<file path="config.mk">
export PLATFORM = sky130hd
export DESIGN_NAME = arp_responder_with_cache
export DESIGN_NICKNAME = d
export VERILOG_FILES = /design/src/rtl/arpc_pkg.sv /design/src/rtl/arp_responder_with_cache.sv /design/src/rtl/arpc_search.sv
export VERILOG_INCLUDE_DIRS = /design/src /design/src/rtl
export SDC_FILE = /design/constraint.sdc
export NUM_CORES = 2
export LEC_CHECK = 0
export ABC_CLOCK_PERIOD_IN_PS = 19300
export BUFFER_PORTS_ARGS = -buffer_cell sky130_fd_sc_hd__clkbuf_2
export CORE_MARGIN = 2
export CORE_UTILIZATION = 55
export DETAILED_ROUTE_END_ITERATION = 6
export PLACE_DENSITY = 0.73
export RECOVER_POWER = 100
export SYNTH_ARGS = -nofsm -noshare
export SYNTH_HDL_FRONTEND = slang
export SYNTH_SLANG_ARGS = --single-unit
</file>
<file path="constraint.sdc">
create_clock -name clk -period 19.3 [get_ports clk]
set_input_delay 3.86 -clock clk [delete_from_list [all_inputs] [get_ports clk]]
set_output_delay 3.86 -clock clk [all_outputs]
set_load 0.01 [all_outputs]
</file>
<file path="src/rtl/arp_responder_with_cache_macros.svh">
// Assertion macros shared by the ARP responder RTL.
// Uses the clk and arst_n names of the including module.
`ifndef ARP_RESPONDER_WITH_CACHE_MACROS_SVH
`define ARP_RESPONDER_WITH_CACHE_MACROS_SVH
`ifndef SYNTHESIS
`define ARPC_ASSERT(lbl, prop) \
	lbl: assert property (@(posedge clk) disable iff (!arst_n) prop) \
		else $error("arpc assertion failed");
`define ARPC_ASSERT_NORST(lbl, prop) \
	lbl: assert property (@(posedge clk) prop) \
		else $error("arpc assertion failed");
`else
`define ARPC_ASSERT(lbl, prop)
`define ARPC_ASSERT_NORST(lbl, prop)
`endif
`endif

</file>
<file path="src/rtl/arpc_pkg.sv">
// Types and constants of the ARP responder with address cache.
// No dependencies.
`default_nettype none
package arpc_pkg;

	localparam logic [15:0] HW_ETHERNET = 16'h0001;
	localparam logic [15:0] PROTO_IPV4  = 16'h0800;
	localparam logic [15:0] OP_REQUEST  = 16'h0001;
	localparam logic [15:0] OP_REPLY    = 16'h0002;

	localparam logic [1:0] KIND_FRAME  = 2'd0;
	localparam logic [1:0] KIND_LOOKUP = 2'd1;
	localparam logic [1:0] KIND_SEND   = 2'd2;

	localparam logic [1:0] FOP_NONE    = 2'd0;
	localparam logic [1:0] FOP_REQUEST = 2'd1;
	localparam logic [1:0] FOP_REPLY   = 2'd2;

	localparam logic [2:0] ACT_DROPPED    = 3'd0;
	localparam logic [2:0] ACT_REPLIED    = 3'd1;
	localparam logic [2:0] ACT_NOT_OURS   = 3'd2;
	localparam logic [2:0] ACT_LEARNED    = 3'd3;
	localparam logic [2:0] ACT_NOT_STORED = 3'd4;
	localparam logic [2:0] ACT_HIT        = 3'd5;
	localparam logic [2:0] ACT_MISS       = 3'd6;
	localparam logic [2:0] ACT_REQ_SENT   = 3'd7;

	localparam logic [1:0] REG_LOCAL_IP    = 2'd0;
	localparam logic [1:0] REG_LOCAL_MAC   = 2'd1;
	localparam logic [1:0] REG_GATEWAY_IP  = 2'd2;
	localparam logic [1:0] REG_SUBNET_MASK = 2'd3;

	localparam logic [47:0] MAC_ONES     = 48'hFFFF_FFFF_FFFF;
	localparam logic [31:0] IP_ONES      = 32'hFFFF_FFFF;
	localparam logic [31:0] SUBNET_RESET = 32'hFFFF_FF00;

	typedef enum logic [1:0] {
		ST_IDLE,
		ST_DECODE,
		ST_SEARCH,
		ST_PUSH
	} state_t;

	typedef struct packed {
		logic        start;
		logic [31:0] key;
	} srch_req_t;

	typedef struct packed {
		logic        done;
		logic        hit;
		logic [47:0] mac;
	} srch_rsp_t;

endpackage
`default_nettype wire

</file>
<file path="src/rtl/arp_responder_with_cache.sv">
// ARP responder with IPv4-to-Ethernet address cache, top level.
// Depends on arpc_pkg, arpc_search and the assertion macro header.
//
// Requests enter on s_tvalid/s_tready: s_tuser carries the kind (received
// ARP frame, cache lookup, emit request), s_tdata the frame fields. Each
// request yields one result on m_tvalid/m_tready: m_tuser carries the action
// code, m_tdata the outgoing frame fields and the found MAC.
// Configuration goes through cfg_we/cfg_addr/cfg_wdata, to be written while
// idle by the user; the block does not enforce this. One request is in
// flight at a time; s_tready is high only when idle. A request needing no
// table access passes from acceptance through the decode and push states to
// the result register. A lookup or a learned reply walks the table through
// the single compare unit, one entry per cycle, comparing at most the fill
// count of entries (2 to CACHE_ENTRIES); a learn with the table full skips
// the search. The next request is taken from idle, after the result loads.
// Reset clears the table to its broadcast and zero-address entries, sets the
// registers to their defaults and empties the output register at once.
// A stalled result is held in the output register; the next request is taken
// and worked out, then held until that result is taken.
`default_nettype none
`include "arp_responder_with_cache_macros.svh"
module arp_responder_with_cache import arpc_pkg::*; #(
	parameter int CACHE_ENTRIES = 16
) (
	input  wire logic         clk,
	input  wire logic         arst_n,
	input  wire logic         s_tvalid,
	output logic              s_tready,
	// hw_type[15:0] proto_type[31:16] opcode[47:32] sender_mac[95:48]
	// sender_ip[127:96] target_ip[159:128]
	input  wire logic [159:0] s_tdata,
	// kind[1:0]
	input  wire logic [1:0]   s_tuser,
	output logic              m_tvalid,
	input  wire logic         m_tready,
	// send_frame[0] frame_op[2:1] frame_dest_mac[50:3] frame_target_mac[98:51]
	// frame_target_ip[130:99] found_mac[178:131], zero pad [183:179]
	output logic [183:0]      m_tdata,
	// action[2:0]
	output logic [2:0]        m_tuser,
	input  wire logic         cfg_we,
	input  wire logic [1:0]   cfg_addr,
	input  wire logic [47:0]  cfg_wdata
);

	localparam int IW = (CACHE_ENTRIES > 1) ? $clog2(CACHE_ENTRIES) : 1;
	localparam int CW = $clog2(CACHE_ENTRIES + 1);

	logic [31:0] local_ip_q;
	logic [47:0] local_mac_q;
	logic [31:0] gateway_ip_q;
	logic [31:0] subnet_mask_q;

	state_t state_q, state_d;

	logic [1:0]  kind_q;
	logic [15:0] hard_q, proto_q, op_q;
	logic [47:0] smac_q;
	logic [31:0] sip_q, tip_q;

	logic [CW-1:0] count_q;

	logic [2:0]  act_q;
	logic        send_q;
	logic [1:0]  fop_q;
	logic [47:0] dmac_q, tmac_q, found_q;
	logic [31:0] ftip_q;

	logic          m_tvalid_q;
	logic [183:0]  m_tdata_q;
	logic [2:0]    m_tuser_q;

	srch_req_t req;
	srch_rsp_t rsp;

	logic        types_ok;
	logic        room;
	logic        off_sub;
	logic [31:0] res_ip;
	logic        need_search;
	logic        wr_en;
	logic        load_out;

	assign types_ok = (hard_q == HW_ETHERNET) && (proto_q == PROTO_IPV4);
	assign room     = count_q < CW'(CACHE_ENTRIES);
	assign off_sub  = (tip_q & subnet_mask_q) != (local_ip_q & subnet_mask_q);
	assign res_ip   = off_sub ? gateway_ip_q : tip_q;
	assign need_search = (kind_q == KIND_LOOKUP) ||
		((kind_q == KIND_FRAME) && types_ok && (op_q == OP_REPLY) && room);

	always_comb begin
		state_d = state_q;
		unique case (state_q)
			ST_IDLE: begin
				if (s_tvalid) state_d = ST_DECODE;
			end
			ST_DECODE: begin
				state_d = need_search ? ST_SEARCH : ST_PUSH;
			end
			ST_SEARCH: begin
				if (rsp.done) state_d = ST_PUSH;
			end
			ST_PUSH: begin
				if (!m_tvalid_q || m_tready) state_d = ST_IDLE;
			end
			default: state_d = ST_IDLE;
		endcase
	end

	always_comb begin
		s_tready  = (state_q == ST_IDLE);
		req.start = (state_q == ST_DECODE) && need_search;
		req.key   = (kind_q == KIND_LOOKUP) ? res_ip : sip_q;
		wr_en     = (state_q == ST_SEARCH) && rsp.done && !rsp.hit &&
			(kind_q == KIND_FRAME);
		load_out  = (state_q == ST_PUSH) && (!m_tvalid_q || m_tready);
	end

	always_ff @(posedge clk or negedge arst_n) begin
		if (!arst_n) begin
			state_q       <= ST_IDLE;
			local_ip_q    <= '0;
			local_mac_q   <= '0;
			gateway_ip_q  <= '0;
			subnet_mask_q <= SUBNET_RESET;
			count_q       <= CW'(2);
			m_tvalid_q    <= 1'b0;
		end else begin
			state_q <= state_d;
			if (cfg_we) begin
				unique case (cfg_addr)
					REG_LOCAL_IP:    local_ip_q    <= cfg_wdata[31:0];
					REG_LOCAL_MAC:   local_mac_q   <= cfg_wdata;
					REG_GATEWAY_IP:  gateway_ip_q  <= cfg_wdata[31:0];
					REG_SUBNET_MASK: subnet_mask_q <= cfg_wdata[31:0];
					default: ;
				endcase
			end
			if (wr_en) begin
				count_q <= count_q + CW'(1);
			end
			if (load_out) begin
				m_tvalid_q <= 1'b1;
			end else if (m_tready) begin
				m_tvalid_q <= 1'b0;
			end
		end
	end

	always_ff @(posedge clk) begin
		if (s_tvalid && s_tready) begin
			kind_q  <= s_tuser;
			hard_q  <= s_tdata[15:0];
			proto_q <= s_tdata[31:16];
			op_q    <= s_tdata[47:32];
			smac_q  <= s_tdata[95:48];
			sip_q   <= s_tdata[127:96];
			tip_q   <= s_tdata[159:128];
		end
		if (state_q == ST_DECODE) begin
			act_q   <= ACT_DROPPED;
			send_q  <= 1'b0;
			fop_q   <= FOP_NONE;
			dmac_q  <= '0;
			tmac_q  <= '0;
			ftip_q  <= '0;
			found_q <= '0;
			case (kind_q)
				KIND_FRAME: begin
					if (types_ok && (op_q == OP_REQUEST)) begin
						if (tip_q == local_ip_q) begin
							act_q  <= ACT_REPLIED;
							send_q <= 1'b1;
							fop_q  <= FOP_REPLY;
							dmac_q <= smac_q;
							tmac_q <= smac_q;
							ftip_q <= sip_q;
						end else begin
							act_q <= ACT_NOT_OURS;
						end
					end else if (types_ok && (op_q == OP_REPLY)) begin
						act_q <= ACT_NOT_STORED;
					end
				end
				KIND_SEND: begin
					act_q  <= ACT_REQ_SENT;
					send_q <= 1'b1;
					fop_q  <= FOP_REQUEST;
					dmac_q <= MAC_ONES;
					ftip_q <= res_ip;
				end
				default: ;
			endcase
		end else if ((state_q == ST_SEARCH) && rsp.done) begin
			if (kind_q == KIND_LOOKUP) begin
				act_q   <= rsp.hit ? ACT_HIT : ACT_MISS;
				found_q <= rsp.hit ? rsp.mac : '0;
			end else begin
				act_q <= rsp.hit ? ACT_NOT_STORED : ACT_LEARNED;
			end
		end
		if (load_out) begin
			m_tuser_q <= act_q;
			m_tdata_q <= {5'b0, found_q, ftip_q, tmac_q, dmac_q, fop_q, send_q};
		end
	end

	arpc_search #(
		.CACHE_ENTRIES(CACHE_ENTRIES),
		.IW(IW),
		.CW(CW)
	) u_search (
		.clk(clk),
		.arst_n(arst_n),
		.req(req),
		.rsp(rsp),
		.count(count_q),
		.wr_en(wr_en),
		.wr_addr(count_q[IW-1:0]),
		.wr_ip(sip_q),
		.wr_mac(smac_q)
	);

	assign m_tvalid = m_tvalid_q;
	assign m_tdata  = m_tdata_q;
	assign m_tuser  = m_tuser_q;

	`ARPC_ASSERT(a_count_range, (count_q >= CW'(2)) && (count_q <= CW'(CACHE_ENTRIES)))
	`ARPC_ASSERT(a_accept_decode, (s_tvalid && s_tready) |=> (state_q == ST_DECODE))
	`ARPC_ASSERT(a_learn_count, wr_en |=> (count_q == $past(count_q) + CW'(1)))

endmodule
`default_nettype wire

</file>
<file path="src/rtl/arpc_search.sv">
// Address table storage and sequential compare unit, one entry per cycle.
// Depends on arpc_pkg and the assertion macro header.
`default_nettype none
`include "arp_responder_with_cache_macros.svh"
module arpc_search import arpc_pkg::*; #(
	parameter int CACHE_ENTRIES = 16,
	parameter int IW = (CACHE_ENTRIES > 1) ? $clog2(CACHE_ENTRIES) : 1,
	parameter int CW = $clog2(CACHE_ENTRIES + 1)
) (
	input  wire logic            clk,
	input  wire logic            arst_n,
	input  wire srch_req_t       req,
	output srch_rsp_t            rsp,
	input  wire logic [CW-1:0]   count,
	input  wire logic            wr_en,
	input  wire logic [IW-1:0]   wr_addr,
	input  wire logic [31:0]     wr_ip,
	input  wire logic [47:0]     wr_mac
);

	logic [31:0] ip_mem  [CACHE_ENTRIES];
	logic [47:0] mac_mem [CACHE_ENTRIES];

	logic          busy_q;
	logic [CW-1:0] rd_idx_q;
	logic [31:0]   key_q;
	logic          rd_vld_s1;
	logic [IW-1:0] rd_idx_s1;
	logic [31:0]   ip_s1;
	logic [47:0]   mac_s1;
	logic          done_q;
	logic          hit_q;
	logic [47:0]   mac_q;

	logic          issue;
	logic [31:0]   entry_ip;
	logic [47:0]   entry_mac;
	logic          cmp_vld;
	logic          match;
	logic          last;

	assign issue   = busy_q && (rd_idx_q < count);
	assign cmp_vld = busy_q && rd_vld_s1;

	always_comb begin
		if (rd_idx_s1 == IW'(0)) begin
			entry_ip  = IP_ONES;
			entry_mac = MAC_ONES;
		end else if (rd_idx_s1 == IW'(1)) begin
			entry_ip  = '0;
			entry_mac = MAC_ONES;
		end else begin
			entry_ip  = ip_s1;
			entry_mac = mac_s1;
		end
	end

	assign match = cmp_vld && (entry_ip == key_q);
	assign last  = cmp_vld && (CW'(rd_idx_s1) == count - CW'(1));

	always_ff @(posedge clk) begin
		if (wr_en) begin
			ip_mem[wr_addr]  <= wr_ip;
			mac_mem[wr_addr] <= wr_mac;
		end
		ip_s1  <= ip_mem[rd_idx_q[IW-1:0]];
		mac_s1 <= mac_mem[rd_idx_q[IW-1:0]];
		rd_idx_s1 <= rd_idx_q[IW-1:0];
		if (match) begin
			mac_q <= entry_mac;
		end
		if (req.start) begin
			key_q <= req.key;
		end
	end

	always_ff @(posedge clk or negedge arst_n) begin
		if (!arst_n) begin
			busy_q    <= 1'b0;
			rd_idx_q  <= '0;
			rd_vld_s1 <= 1'b0;
			done_q    <= 1'b0;
			hit_q     <= 1'b0;
		end else begin
			done_q <= 1'b0;
			if (req.start) begin
				busy_q    <= 1'b1;
				rd_idx_q  <= '0;
				rd_vld_s1 <= 1'b0;
			end else begin
				rd_vld_s1 <= issue;
				if (issue) begin
					rd_idx_q <= rd_idx_q + CW'(1);
				end
				if (match || last) begin
					busy_q <= 1'b0;
					done_q <= 1'b1;
					hit_q  <= match;
				end
			end
		end
	end

	assign rsp.done = done_q;
	assign rsp.hit  = hit_q;
	assign rsp.mac  = mac_q;

	`ARPC_ASSERT(a_no_write_busy, wr_en |-> !busy_q)
	`ARPC_ASSERT(a_start_idle, req.start |-> !busy_q)
	`ARPC_ASSERT(a_cmp_in_range, cmp_vld |-> (CW'(rd_idx_s1) < count))
	`ARPC_ASSERT(a_done_after_cmp, done_q |-> $past(cmp_vld))

endmodule
`default_nettype wire
</file>
==> qor.csv <==
metric,value,unit
synth_fa_ha_area_share,0.244,%
critPathLaunch,m_tready,
p_leak,27.1,nW
cts-root-buf,clkbuf_16,
grt_max_degree,157,
gr-total-overflow,0,
ys_seq_area_share,78.9,%
portBuffers,384,
grt_pass1_wl,246000,um
synth_top_family_by_area,multiplexers,
synth.top_cell.area_share,71.8,%
routed-wl-met2,86200,um
hold_viol,0,
cts_setup_buffers,0,
outcome,finished with violations,
grt_pass1_vias,37200,
power_density,102,nW/um2
synthFlopType,edfxtp_1,
synth_compound_area_share,1.66,%
drv_slew,2791,
io_pins,406,
viasPerCell,6.02,
crit_end,m_tdata[97],
drt-met1-wl,66300,um
hold_buffers,0,
fmaxAchievable,99.1,MHz
setup_violations,0,
worst_pin_slew,7.15,ns
switching_share,19.4,%
fp.dieH,378,um
cts_sinks,2083,
maxSlewHeadroom,-377,%
async_flop_share,5.42,%
worstReg2RegStart,state_q[0],
area_growth,13.0,%
rr_worst_depth,8,
final_cell_count_no_fill,6158,
via_count,37100,
hold_slack,0.413,ns
nets,4345,
synthXorXnorAreaFrac,0.718,%
drcViolationCount,0,
routabilityCongestion,0.894,
r2r_end,u_search.mac_mem[4][45],
grtUsageTotal,23.8,%
crit_required,19.73,ns
chipWidth,378,um
routed_wire_length_per_instance,27.5,um
clock_latency,0.83,ns
ys_ff_latch,2083,
num_rows,137,
rsz0062_at_grt,false,
synth_edf_count,1838,
p_comb_share,1.5,%
cts_tree,built,
p_seq_share,55.6,%
internal-power,7.13,mW
cp.arrival,10.52,ns
drt_pass1_iterations,6,
cp-start-kind,input pin,
finalCriticalPeriod,10.10,ns
reg2reg_slack,10.72,ns
hold_path.class,reg2reg,
pre_cts_ws,12.36,ns
worst_setup_path_end_kind,flop,
violations,"max-capacitance violations, max-slew violations",
vdd_drop_max,0.108,mV
ys_types,65,
post_dp_cell_area,81100,um2
worst_clock_skew,0.0344,ns
clockBufferDepth,3,
crit_type,in2reg,
stdcell_area,86900,um2
drt-total-wl,169000,um
nFillCells,9560,
ys_warn_count,0,
critical_path.max_fanout,69,
synth.avg_cell_area,21.1,um2
p_switching,1.71,mW
dp_cells,5792,
synth-simple-area-share,4.08,%
yosysTopAreaCell,edfxtp_1,
synthTopCellsByCount,"edfxtp_1 (1,838), mux4_2 (400), dfxtp_1 (132)",
synth.most_common_cell,edfxtp_1,
highest_layer,met4,
dieArea,143000,um2
drive_gt1_share,25.1,%
p_clk_share,42.9,%
drv_cap,66,
grt_antenna_before_repair,5,
fin_tns_setup,0,ns
netlist_instances,3652,
core,139000,um2
cts_max_level,4,
synth_area,76900,um2
synthMuxAreaShare,13.2,%
finalCritPeriodShare,52.3,%
cts.reportedPaths.clkPinSlew,0.06,ns
route.met3.wl,12900,um
cts_resized,0,
final_core_util,62.4,%
antenna_left,0,
hpwlAfterDp,91800,um
worst_slack,9.20,ns
first_iter_violations,4083,
synth.area.top_cells,"edfxtp_1 (72%), mux4_2 (12%), dfxtp_1 (3.4%)",
power,8.84,mW
cts_made_buffers,195,
initial_utilization,55.2,%
-- registers in the layout, summed over array words and instances, names as in the netlist, 32 cells and up --
signal and count:
smac_q 48, found_q 48, u_search.key_q 32, dmac_q 48, tmac_q 48, u_search.mac_s1 48
u_search.ip_mem 512, m_tdata 179, local_ip_q 32, gateway_ip_q 32, sip_q 32, subnet_mask_q 32
u_search.mac_q 48, ftip_q 32, u_search.ip_s1 32, u_search.mac_mem 768, tip_q 32
-- cells by family after synthesis --
logic type | Yosys count
AND/OR/NAND/NOR | 568
flip-flops | 2083
multiplexers | 501
AO/OA/AOI/OAI | 207
other | 1
adder cells (fa/ha/maj) | 15
buffers and inverters | 214
XOR/XNOR | 63
-- cell type report --
cell class / instances / area (um2) / share of cell area, %
diodes: 1 / 2.50 / 0.00288
clock buffers: 267 / 5530 / 6.37
clock inverters: 98 / 893 / 1.03
inverters: 24 / 90.1 / 0.104
multi-input cells: 1359 / 15300 / 17.7
flip-flops and latches: 2083 / 60700 / 69.9
well taps: 1876 / 2350 / 2.70
repair buffers: 450 / 1970 / 2.27
-- critical path: stages --
cell	delay, ns
clkbuf_2	0.08
nand2b_1	0.13
and2_0	3.02
clkbuf_1	2.31
buf_4	0.96
-- placed cells by master, fill, tap and decap left out, types with 39 or more instances in the layout --
cell	n
a21oi_1	61
clkbuf_1	315
clkbuf_16	205
clkbuf_2	166
dfrtp_1	87
dfxtp_1	132
edfxtp_1	1838
mux2_2	96
mux4_2	400
nand2_1	105
nand2b_1	54
nand3_1	118
nand4_1	46
nor2_1	59
o21ai_0	41
or2_2	39
xor2_1	39
-- routing by layer --
layer | track usage [%] | vias up
met5 | 0 | -
met1 | 32.8 | 19400
li1 | - | 15700
met3 | 4.28 | 272
met4 | 6.34 | 0
met2 | 39.8 | 1618
-- power groups by stage --
stage | sequential (mW) | clock (mW) | combinational, mW
after floorplan | 5.00 | 0 | 0.0808
after global placement | 5.00 | 0 | 0.127
after detailed placement | 5.01 | 0 | 0.131
after CTS | 4.91 | 3.86 | 0.132
after global routing | 4.91 | 4.03 | 0.144
final | 4.91 | 3.80 | 0.133
-- worst min-delay path by stage --
stage                              start                    end  slack (ns)  depth (start not counted)
finish                        tmac_q[33]            m_tdata[84]        0.41                          0
global route                  dmac_q[17]            m_tdata[20]        0.42                          0
CTS                           dmac_q[17]            m_tdata[20]        0.41                          0
detailed placement            ftip_q[23]           m_tdata[122]        0.40                          0
global placement               dmac_q[5]             m_tdata[8]        0.40                          0
floorplan           u_search.rd_idx_q[0]  u_search.rd_idx_s1[0]        0.37                          0
(Power assumes the default switching activity.)
